File: src/rtl/core/shc_pkg.sv
`timescale 1ns / 1ps
`default_nettype none
// ----------------------------------------------------------------------------
// shc_pkg
// Shared types, widths and helpers for the seed hit clusterer.
// ----------------------------------------------------------------------------
package shc_pkg;

  localparam int unsigned ID_W        = 32;
  localparam int unsigned POS_W       = 32;
  localparam int unsigned HIT_W       = ID_W + POS_W;
  localparam int unsigned CNT_W       = 16;
  localparam int unsigned TOL_W       = 8;
  localparam int unsigned NEED_W      = 8;
  localparam int unsigned MINZ_W      = 16;
  localparam int unsigned CFG_IDX_W   = 2;
  localparam int unsigned CFG_DATA_W  = 16;
  localparam int unsigned QUEUE_DEPTH = 4;
  localparam int unsigned QPTR_W      = $clog2(QUEUE_DEPTH);

  localparam logic [CNT_W-1:0] CNT_MAX = {CNT_W{1'b1}};

  localparam logic [CFG_IDX_W-1:0] REG_POS_TOL      = CFG_IDX_W'(0);
  localparam logic [CFG_IDX_W-1:0] REG_SEEDS_NEEDED = CFG_IDX_W'(1);
  localparam logic [CFG_IDX_W-1:0] REG_MINZ_TOTAL   = CFG_IDX_W'(2);

  localparam logic [TOL_W-1:0]  POS_TOL_RST      = TOL_W'(8);
  localparam logic [NEED_W-1:0] SEEDS_NEEDED_RST = NEED_W'(2);
  localparam logic [MINZ_W-1:0] MINZ_TOTAL_RST   = MINZ_W'(100);

  typedef enum logic {
    ITEM_HIT,
    ITEM_END
  } item_kind_t;

  typedef struct packed {
    item_kind_t       kind;
    logic [HIT_W-1:0] hit;
  } shc_word_t;

  typedef struct packed {
    logic [TOL_W-1:0]  position_tolerance;
    logic [NEED_W-1:0] seeds_needed;
    logic [MINZ_W-1:0] minimizer_total;
  } shc_cfg_t;

  function automatic logic [CNT_W-1:0] sat_inc(input logic [CNT_W-1:0] v);
    return (v == CNT_MAX) ? v : v + 1'b1;
  endfunction

endpackage
`default_nettype wire

File: src/rtl/core/shc_ifs.sv
`timescale 1ns / 1ps
`default_nettype none
// ----------------------------------------------------------------------------
// shc_ifs
// Valid/ready channels for hits, candidates and register writes.
// ----------------------------------------------------------------------------
interface shc_hit_if;
  logic                      valid;
  logic                      ready;
  logic [shc_pkg::ID_W-1:0]  ref_id;
  logic [shc_pkg::POS_W-1:0] ref_pos;
  logic                      end_of_hits;
  modport source(output valid, ref_id, ref_pos, end_of_hits, input ready);
  modport sink(input valid, ref_id, ref_pos, end_of_hits, output ready);
endinterface

interface shc_cand_if;
  logic                      valid;
  logic                      ready;
  logic [shc_pkg::ID_W-1:0]  cand_ref_id;
  logic [shc_pkg::POS_W-1:0] cand_ref_pos;
  logic [shc_pkg::CNT_W-1:0] cand_support;
  modport source(output valid, cand_ref_id, cand_ref_pos, cand_support, input ready);
  modport sink(input valid, cand_ref_id, cand_ref_pos, cand_support, output ready);
endinterface

interface shc_cfg_if;
  logic                           valid;
  logic                           ready;
  logic [shc_pkg::CFG_IDX_W-1:0]  index;
  logic [shc_pkg::CFG_DATA_W-1:0] data;
  modport source(output valid, index, data, input ready);
  modport sink(input valid, index, data, output ready);
endinterface
`default_nettype wire

File: src/rtl/core/shc_front.sv
`timescale 1ns / 1ps
`default_nettype none
// ----------------------------------------------------------------------------
// shc_front
// Input stage: registers each word and tags it as a hit or an end marker.
// ----------------------------------------------------------------------------
module shc_front (
  input  logic               clk,
  input  logic               rst,
  shc_hit_if.sink            hits,
  output shc_pkg::shc_word_t word,
  output logic               word_valid,
  input  logic               word_ready
);
  import shc_pkg::*;

  assign hits.ready = !word_valid || word_ready;

  always_ff @(posedge clk) begin
    if (rst) begin
      word_valid <= 1'b0;
    end else if (hits.ready) begin
      word_valid <= hits.valid;
    end
  end

  always_ff @(posedge clk) begin
    if (hits.valid && hits.ready) begin
      word.kind <= hits.end_of_hits ? ITEM_END : ITEM_HIT;
      word.hit  <= {hits.ref_id, hits.ref_pos};
    end
  end

endmodule
`default_nettype wire

File: src/rtl/core/shc_queue.sv
`timescale 1ns / 1ps
`default_nettype none
// ----------------------------------------------------------------------------
// shc_queue
// Short FIFO between the input stage and the cluster engine.
// ----------------------------------------------------------------------------
module shc_queue (
  input  logic               clk,
  input  logic               rst,
  input  shc_pkg::shc_word_t push_word,
  input  logic               push_valid,
  output logic               push_ready,
  output shc_pkg::shc_word_t pop_word,
  output logic               pop_valid,
  input  logic               pop_ready
);
  import shc_pkg::*;

  localparam logic [QPTR_W:0]   FULL_FILL = (QPTR_W + 1)'(QUEUE_DEPTH);
  localparam logic [QPTR_W-1:0] LAST_SLOT = QPTR_W'(QUEUE_DEPTH - 1);

  shc_word_t         slots [QUEUE_DEPTH];
  logic [QPTR_W-1:0] wr_ptr;
  logic [QPTR_W-1:0] rd_ptr;
  logic [QPTR_W:0]   fill;
  logic              push;
  logic              pop;

  assign push_ready = (fill != FULL_FILL);
  assign pop_valid  = (fill != '0);
  assign push       = push_valid && push_ready;
  assign pop        = pop_valid && pop_ready;
  assign pop_word   = slots[rd_ptr];

  always_ff @(posedge clk) begin
    if (push) begin
      slots[wr_ptr] <= push_word;
    end
  end

  always_ff @(posedge clk) begin
    if (rst) begin
      wr_ptr <= '0;
      rd_ptr <= '0;
      fill   <= '0;
    end else begin
      if (push) begin
        wr_ptr <= (wr_ptr == LAST_SLOT) ? '0 : wr_ptr + 1'b1;
      end
      if (pop) begin
        rd_ptr <= (rd_ptr == LAST_SLOT) ? '0 : rd_ptr + 1'b1;
      end
      case ({push, pop})
        2'b10:   fill <= fill + 1'b1;
        2'b01:   fill <= fill - 1'b1;
        default: fill <= fill;
      endcase
    end
  end

  a_ptr_fill: assert property (@(posedge clk) disable iff (rst)
    ((wr_ptr == rd_ptr) == (fill == '0 || fill == FULL_FILL)))
    else $error("queue pointers disagree with fill count");

  a_fill_inc: assert property (@(posedge clk) disable iff (rst)
    (push && !pop) |=> (fill == $past(fill) + 1'b1))
    else $error("queue fill count missed a push");

endmodule
`default_nettype wire

File: src/rtl/core/shc_back.sv
`timescale 1ns / 1ps
`default_nettype none
// ----------------------------------------------------------------------------
// shc_back
// Cluster engine: tracks the open cluster and its most repeated hit, and
// registers a candidate whenever a cluster with enough seeds closes.
// ----------------------------------------------------------------------------
module shc_back (
  input  logic               clk,
  input  logic               rst,
  input  shc_pkg::shc_cfg_t  cfg_regs,
  input  shc_pkg::shc_word_t head,
  input  logic               head_valid,
  output logic               head_ready,
  shc_cand_if.source         cands
);
  import shc_pkg::*;

  logic              cluster_open;
  logic [HIT_W-1:0]  prev_hit;
  logic [HIT_W-1:0]  best_hit;
  logic [CNT_W-1:0]  seed_count;
  logic [CNT_W-1:0]  run_count;
  logic [CNT_W-1:0]  best_run_count;

  logic              out_valid;
  logic [ID_W-1:0]   out_id;
  logic [POS_W-1:0]  out_pos;
  logic [CNT_W-1:0]  out_support;

  logic              pop;
  logic              is_end;
  logic [ID_W-1:0]   hit_id;
  logic [POS_W-1:0]  hit_pos;
  logic [POS_W-1:0]  prev_lim;
  logic [POS_W-1:0]  best_lim;
  logic              split;
  logic              closing;
  logic              emit;
  logic [CNT_W-1:0]  run_inc;

  assign head_ready = !out_valid || cands.ready;
  assign pop        = head_valid && head_ready;
  assign is_end     = (head.kind == ITEM_END);
  assign hit_id     = head.hit[HIT_W-1:POS_W];
  assign hit_pos    = head.hit[POS_W-1:0];

  // limits wrap at the position width
  assign prev_lim = prev_hit[POS_W-1:0] + POS_W'(cfg_regs.position_tolerance);
  assign best_lim = best_hit[POS_W-1:0] + POS_W'(cfg_regs.position_tolerance);

  assign split = (hit_id != prev_hit[HIT_W-1:POS_W]) || (hit_pos > prev_lim) ||
                 ((seed_count >= cfg_regs.minimizer_total) && (hit_pos > best_lim));
  assign closing = cluster_open && (is_end || split);
  assign emit    = closing && (seed_count >= CNT_W'(cfg_regs.seeds_needed));
  assign run_inc = sat_inc(run_count);

  always_ff @(posedge clk) begin
    if (rst) begin
      cluster_open   <= 1'b0;
      prev_hit       <= '0;
      best_hit       <= '0;
      seed_count     <= '0;
      run_count      <= '0;
      best_run_count <= '0;
    end else if (pop) begin
      if (is_end) begin
        cluster_open <= 1'b0;
      end else if (!cluster_open || split) begin
        cluster_open   <= 1'b1;
        prev_hit       <= head.hit;
        best_hit       <= head.hit;
        seed_count     <= CNT_W'(1);
        run_count      <= CNT_W'(1);
        best_run_count <= CNT_W'(1);
      end else begin
        if (head.hit == best_hit) begin
          run_count      <= run_inc;
          best_run_count <= sat_inc(best_run_count);
        end else if (head.hit == prev_hit) begin
          run_count <= run_inc;
          if (run_inc > best_run_count) begin
            best_hit       <= prev_hit;
            best_run_count <= run_inc;
          end
        end else begin
          run_count <= CNT_W'(1);
        end
        seed_count <= sat_inc(seed_count);
        prev_hit   <= head.hit;
      end
    end
  end

  always_ff @(posedge clk) begin
    if (rst) begin
      out_valid <= 1'b0;
    end else if (head_ready) begin
      out_valid <= pop && emit;
    end
  end

  always_ff @(posedge clk) begin
    if (pop && emit) begin
      out_id      <= best_hit[HIT_W-1:POS_W];
      out_pos     <= best_hit[POS_W-1:0];
      out_support <= best_run_count;
    end
  end

  assign cands.valid        = out_valid;
  assign cands.cand_ref_id  = out_id;
  assign cands.cand_ref_pos = out_pos;
  assign cands.cand_support = out_support;

  a_counts: assert property (@(posedge clk) disable iff (rst)
    cluster_open |-> (run_count != '0 && run_count <= best_run_count &&
                      best_run_count <= seed_count))
    else $error("cluster counters out of order");

  a_emit_src: assert property (@(posedge clk) disable iff (rst)
    $rose(out_valid) |-> $past(pop))
    else $error("candidate appeared without a consumed word");

  a_end_close: assert property (@(posedge clk) disable iff (rst)
    (pop && is_end) |=> !cluster_open)
    else $error("end marker left a cluster open");

endmodule
`default_nettype wire

File: src/rtl/core/seed_hit_clusterer.sv
`timescale 1ns / 1ps
`default_nettype none
// ----------------------------------------------------------------------------
// seed_hit_clusterer
// Groups a sorted stream of seed hits into clusters and reports the most
// repeated hit of each closed cluster that holds enough seeds.
// ----------------------------------------------------------------------------
//  channel   dir  payload                                      handshake
//  hits      in   ref_id, ref_pos, end_of_hits                 valid/ready
//  cands     out  cand_ref_id, cand_ref_pos, cand_support      valid/ready
//  cfg       in   index (0 tol, 1 seeds, 2 minimizers), data   valid/ready
//
//  One word per cycle sustained unless the engine stalls; the cluster engine
//  state is registered. A candidate is registered in the engine's candidate
//  register once the word closing its cluster has passed the input stage and queue.
//  Synchronous reset clears control state and loads register defaults.
//  A four-word queue sits between input stage and engine; the engine stalls
//  only when the candidate register is full and not taken.
//  cfg is always ready; writes to index 3 are dropped.
// ----------------------------------------------------------------------------
module seed_hit_clusterer (
  input  logic       clk,
  input  logic       rst,
  shc_hit_if.sink    hits,
  shc_cand_if.source cands,
  shc_cfg_if.sink    cfg
);
  import shc_pkg::*;

  shc_cfg_t  cfg_regs;
  shc_word_t front_word;
  logic      front_valid;
  logic      front_ready;
  shc_word_t head_word;
  logic      head_valid;
  logic      head_ready;

  assign cfg.ready = 1'b1;

  always_ff @(posedge clk) begin
    if (rst) begin
      cfg_regs.position_tolerance <= POS_TOL_RST;
      cfg_regs.seeds_needed       <= SEEDS_NEEDED_RST;
      cfg_regs.minimizer_total    <= MINZ_TOTAL_RST;
    end else if (cfg.valid && cfg.ready) begin
      case (cfg.index)
        REG_POS_TOL:      cfg_regs.position_tolerance <= cfg.data[TOL_W-1:0];
        REG_SEEDS_NEEDED: cfg_regs.seeds_needed       <= cfg.data[NEED_W-1:0];
        REG_MINZ_TOTAL:   cfg_regs.minimizer_total    <= cfg.data[MINZ_W-1:0];
        default: ;
      endcase
    end
  end

  shc_front u_front (
    .clk        (clk),
    .rst        (rst),
    .hits       (hits),
    .word       (front_word),
    .word_valid (front_valid),
    .word_ready (front_ready)
  );

  shc_queue u_queue (
    .clk        (clk),
    .rst        (rst),
    .push_word  (front_word),
    .push_valid (front_valid),
    .push_ready (front_ready),
    .pop_word   (head_word),
    .pop_valid  (head_valid),
    .pop_ready  (head_ready)
  );

  shc_back u_back (
    .clk        (clk),
    .rst        (rst),
    .cfg_regs   (cfg_regs),
    .head       (head_word),
    .head_valid (head_valid),
    .head_ready (head_ready),
    .cands      (cands)
  );

endmodule
`default_nettype wire
File: src/flat_wrapper.sv
// flat-port wrapper written by rule: the top's interface ports become plain ports
module seed_hit_clusterer_flat import shc_pkg::*;
  (clk, rst, hits_valid, hits_ref_id, hits_ref_pos, hits_end_of_hits, hits_ready, cands_valid, cands_cand_ref_id, cands_cand_ref_pos, cands_cand_support, cands_ready, cfg_valid, cfg_index, cfg_data, cfg_ready);
  shc_hit_if hits_i ();
  shc_cand_if cands_i ();
  shc_cfg_if cfg_i ();
  input  logic clk;
  input  logic rst;
  input wire logic [$bits(hits_i.valid)-1:0] hits_valid;
  input wire logic [$bits(hits_i.ref_id)-1:0] hits_ref_id;
  input wire logic [$bits(hits_i.ref_pos)-1:0] hits_ref_pos;
  input wire logic [$bits(hits_i.end_of_hits)-1:0] hits_end_of_hits;
  output wire logic [$bits(hits_i.ready)-1:0] hits_ready;
  output wire logic [$bits(cands_i.valid)-1:0] cands_valid;
  output wire logic [$bits(cands_i.cand_ref_id)-1:0] cands_cand_ref_id;
  output wire logic [$bits(cands_i.cand_ref_pos)-1:0] cands_cand_ref_pos;
  output wire logic [$bits(cands_i.cand_support)-1:0] cands_cand_support;
  input wire logic [$bits(cands_i.ready)-1:0] cands_ready;
  input wire logic [$bits(cfg_i.valid)-1:0] cfg_valid;
  input wire logic [$bits(cfg_i.index)-1:0] cfg_index;
  input wire logic [$bits(cfg_i.data)-1:0] cfg_data;
  output wire logic [$bits(cfg_i.ready)-1:0] cfg_ready;
  assign hits_i.valid = hits_valid;
  assign hits_i.ref_id = hits_ref_id;
  assign hits_i.ref_pos = hits_ref_pos;
  assign hits_i.end_of_hits = hits_end_of_hits;
  assign hits_ready = hits_i.ready;
  assign cands_valid = cands_i.valid;
  assign cands_cand_ref_id = cands_i.cand_ref_id;
  assign cands_cand_ref_pos = cands_i.cand_ref_pos;
  assign cands_cand_support = cands_i.cand_support;
  assign cands_i.ready = cands_ready;
  assign cfg_i.valid = cfg_valid;
  assign cfg_i.index = cfg_index;
  assign cfg_i.data = cfg_data;
  assign cfg_ready = cfg_i.ready;
  seed_hit_clusterer u_core (.clk(clk), .rst(rst), .hits(hits_i), .cands(cands_i), .cfg(cfg_i));
endmodule
File: config.mk
export PLATFORM = sky130hd
export DESIGN_NAME = seed_hit_clusterer_flat
export DESIGN_NICKNAME = d
export VERILOG_FILES = /design/src/rtl/core/shc_pkg.sv /design/src/rtl/core/shc_ifs.sv /design/src/rtl/core/shc_front.sv /design/src/rtl/core/shc_queue.sv /design/src/rtl/core/shc_back.sv /design/src/rtl/core/seed_hit_clusterer.sv /design/src/flat_wrapper.sv
export SDC_FILE = /design/constraint.sdc
export NUM_CORES = 1
export LEC_CHECK = 0
export ABC_AREA = 1
export BUFFER_PORTS_ARGS = -buffer_cell sky130_fd_sc_hd__buf_2
export CORE_AREA = 2 2 266 215
export CTS_CLUSTER_SIZE = 25
export DETAILED_ROUTE_END_ITERATION = 6
export DIE_AREA = 0 0 268 217
export PLACE_DENSITY = 0.81
export SETUP_SLACK_MARGIN = 0.05
export SLEW_MARGIN = 20
export SYNTH_ARGS = -nofsm -noshare
export SYNTH_HDL_FRONTEND = slang
export SYNTH_SLANG_ARGS = --single-unit
File: constraint.sdc
create_clock -name clk -period 6.1 [get_ports clk]
set_input_delay 0.915 -clock clk [delete_from_list [all_inputs] [get_ports clk]]
set_output_delay 0.915 -clock clk [all_outputs]
set_load 0.02 [all_outputs]
==> out/results.ini <==
[die]
die_x_um=268
die-area_um2=58200
fp.dieH_um=217
ios=171
core-area_um2=55900
start_util_pct=55.1
placementRows=78

[grt]
overflow=0
antenna_found_initial=0
grt_usage_pct=27.4
grt_pass1_wl_mm=124
grt_pass1_vias=22700
grt_max_degree=129

[clock_network]
tritoncts=done
clk_latency_ps=650
h-tree-depth=2
numCtsBuffers=59
cts_max_path_buffers=3
cts_root_buf=clkbuf_16
cts_hold_buf=0
clk_pin_slew_worst_paths_ps=60
cts_sinks=625

[flow_run]
cap_violations=0

[synthesis]
post-synth-top-area-cell=edfxtp_1
synth_fp_nets=3749
async_flop_share_pct=0
yosys_warnings=0
syn-mean-instance-area_um2=8.73
yosys.area.top_type_share_pct=39.5
syn_inst=3529
ys_seq_area_share_pct=53.8
synth-edff-count=405
syn_area_um2=30800
netlist_top_cells_area=edfxtp_1 (39%), dfxtp_1 (14%), nand2_1 (13%), ha_1 (5.2%), nand3_1 (4.6%)
ys.flop_type=edfxtp_1
ys_ff_latch=625
synth_cell_types=47

[worst_setup_path]
ff2ff_setup_slack_ps=390
crit_type=flop to flop
r2r-end=u_core.u_back.best_run_count[6]
crit_path_max_fanout=14
required_ps=6630
crit_path_end_kind=flop
r2r-start=u_core.u_back.best_hit[0]
critPathLaunchType=flop
slowest_delay_ps=430
cp_slowest_cell=dfxtp_1
cp.arrival_ps=6240
critPathMostFrequentCell=nand2_1
reg2reg_depth=31

[placed_design]
pre_cts_slack_ps=155
dp_hpwl_mm=55.1
dp.cells=4368
dpl-instance-area_um2=32300
place_congestion=0.965
io_buffers=169

[timing]
relSlewSlack_pct=25.2
finalCritPeriodShare_pct=93.6
hold_viol=0
finalSetupViolCount=0
fmax_mhz=175
skew_ps=21.5
layout_min_cycle_time_ps=5710
fin_ws_ps=392
holdWs_ps=444
slew_viol_final=0
worst_slew_pin_slew_ps=1110

[finish]
final_nets=3897
fin_util_pct=61.5
fin_area_um2=34400
drive_gt1_share_pct=9.50
diodes=0
instances_no_fill=4488
syn_to_final_growth_pct=11.5

[routing]
drc=1
avgRoutedWirePerCell_um=17.8
first_pass_iters=7
vias=24780
drt-total-wl_mm=79.9
drt_iter0_markers=3048
vias_per_cell=5.52
ant_nets=0

[pwr]
p_per_area_nw_per_um2=443
ir_drop_mv=0.285
p_leak_nw=14.3

[status]
violations=DRC
status=finished with violations

[worst_hold_path]
hold_start=u_core.u_back.best_run_count[15]
hold_end=u_core.u_back.cands.cand_support[15]
holdCritPathClass=flop to flop
hold_depth=0

flip-flops by register name (all words and copies together) (netlist names), named ones only:
signal,count
u_core.cfg_regs,32
u_core.u_back.best_hit,64
u_core.u_back.cands.cand_ref_pos,32
u_core.u_front.word,65
u_core.u_queue.fill,3
u_core.u_back.cands.cand_ref_id,32
u_core.u_front.word_valid,1
u_core.u_back.run_count,16
u_core.u_queue.rd_ptr,2
u_core.u_back.cands.valid,1
u_core.u_back.prev_hit,64
u_core.u_back.best_run_count,16
u_core.u_queue.wr_ptr,2
u_core.u_queue.slots,260
u_core.u_back.cluster_open,1
u_core.u_back.cands.cand_support,16
u_core.u_back.seed_count,16
kinds of logic (layout without fill, tap and decap cells):
kind of cell,after synthesis,count (layout),synth area share (%)
adders and majority gates,132,132,5.43
buffers and inverters,429,627,6.03
other,1,1,0.0122
and+or+nand+nor,1807,1808,24.6
xor gates and xnor gates,106,106,3.01
DFF,625,625,53.8
AOI/OAI and AO/OA,429,429,7.19
through the flow:
step	setup TNS [ps]	power, mW
CTS	0	15.1
floorplan	0	9.85
global route	-122	16.2
global placement	0	11.3
finish	0	15.2
detailed placement	0	11.4
placed cells by master, fill, tap and decap left out, types with 12 or more instances in the layout:
| cell type | count |
|---|---|
| nor4_1 | 13 |
| nand3_2 | 20 |
| nor2_1 | 296 |
| a21oi_1 | 228 |
| clkinv_1 | 13 |
| clkbuf_1 | 12 |
| buf_2 | 169 |
| ha_1 | 129 |
| clkinv_2 | 12 |
| xor2_1 | 96 |
| edfxtp_1 | 405 |
| buf_4 | 21 |
| nand3_1 | 284 |
| o21ai_0 | 169 |
| dfxtp_1 | 218 |
| clkbuf_16 | 59 |
| nand4_1 | 30 |
| nand2_1 | 1078 |
| inv_1 | 306 |
| nor3_1 | 37 |
repair_timing:
action,CTS,global route
endpoints found under the hold margin,0,0
setup endpoints to repair,0,192
gates resized for setup,0,13
setup buffers,0,3
critical path, delay by kind of cell (launching register included):
family	cells	cell delay, ps
AOI/OAI and AO/OA	2	440
xor gates and xnor gates	1	160
adders and majority gates	3	900
buffers and inverters	3	380
DFF	1	430
and+or+nand+nor	22	3260
layout make-up:
| type | count | area (um2) |
|---|---|---|
| Fill cell | 4550 | 21600 |
| Clock inverter | 35 | 307 |
| Timing Repair inverter | 1 | 5.00 |
| Tap cell | 760 | 951 |
| Clock buffer | 77 | 1600 |
| Multi-Input combinational cell | 2476 | 12500 |
| Inverter | 313 | 1190 |
| Sequential cell | 625 | 16600 |
| Timing Repair Buffer | 201 | 1240 |
layer usage:
| metal | vias to the layer above | GRT usage [%] | part of all wire, % |
|---|---|---|---|
| li1 | 12024 | - | - |
| met1 | 11458 | 38.4 | 42 |
| met2 | 1135 | 42.7 | 45 |
| met3 | 163 | 4.46 | 9.8 |
| met4 | 0 | 10.8 | 3.6 |
| met5 | - | 0 | 0 |
power breakdown:
| part | switching (mW) | leakage, nW | internal (mW) | total [mW] |
|---|---|---|---|---|
| clock | 1.62 | 0.940 | 2.03 | 3.65 |
| combinational | 4.22 | 7.82 | 1.85 | 6.07 |
| sequential | 0.439 | 5.54 | 5.06 | 5.50 |
Yosys cell counts (3+ instances only):
| master | instances |
|---|---|
| edfxtp_1 | 405 |
| buf_6 | 16 |
| a21o_1 | 5 |
| fa_1 | 3 |
| nor2_1 | 304 |
| nor4_1 | 14 |
| a21boi_0 | 3 |
| nand3_2 | 19 |
| dfxtp_1 | 220 |
| a21oi_1 | 228 |
| nand4_1 | 30 |
| o211ai_1 | 4 |
| ha_1 | 129 |
| nand2_1 | 1079 |
| inv_1 | 310 |
| buf_1 | 5 |
| nor2_2 | 7 |
| nand2_2 | 4 |
| o21ai_0 | 169 |
| xnor2_1 | 10 |
| xor2_1 | 96 |
| nand3b_1 | 8 |
| buf_4 | 21 |
| nor3_1 | 39 |
| o21a_1 | 5 |
| buf_2 | 29 |
| and2_1 | 7 |
| o21ai_1 | 4 |
| a31oi_1 | 4 |
| clkbuf_1 | 44 |
| nand3_1 | 285 |
worst max-delay path by stage:
stage,startpoint,end,slack (ps),depth (start not counted)
2_1_floorplan,u_core.u_back.prev_hit[0],u_core.u_back.cands.cand_ref_id[0],200,28
3_3_place_gp,u_core.u_back.best_hit[0],u_core.u_back.seed_count[5],340,32
3_5_place_dp,u_core.u_back.best_hit[0],u_core.u_back.seed_count[5],150,32
4_1_cts,u_core.u_back.best_hit[0],u_core.u_back.seed_count[5],110,32
5_1_grt,u_core.u_back.best_hit[0],u_core.u_back.seed_count[13],-30,32
6_report,u_core.u_back.best_hit[0],u_core.u_back.best_run_count[6],390,31
Power figures use the tool's default switching activity.
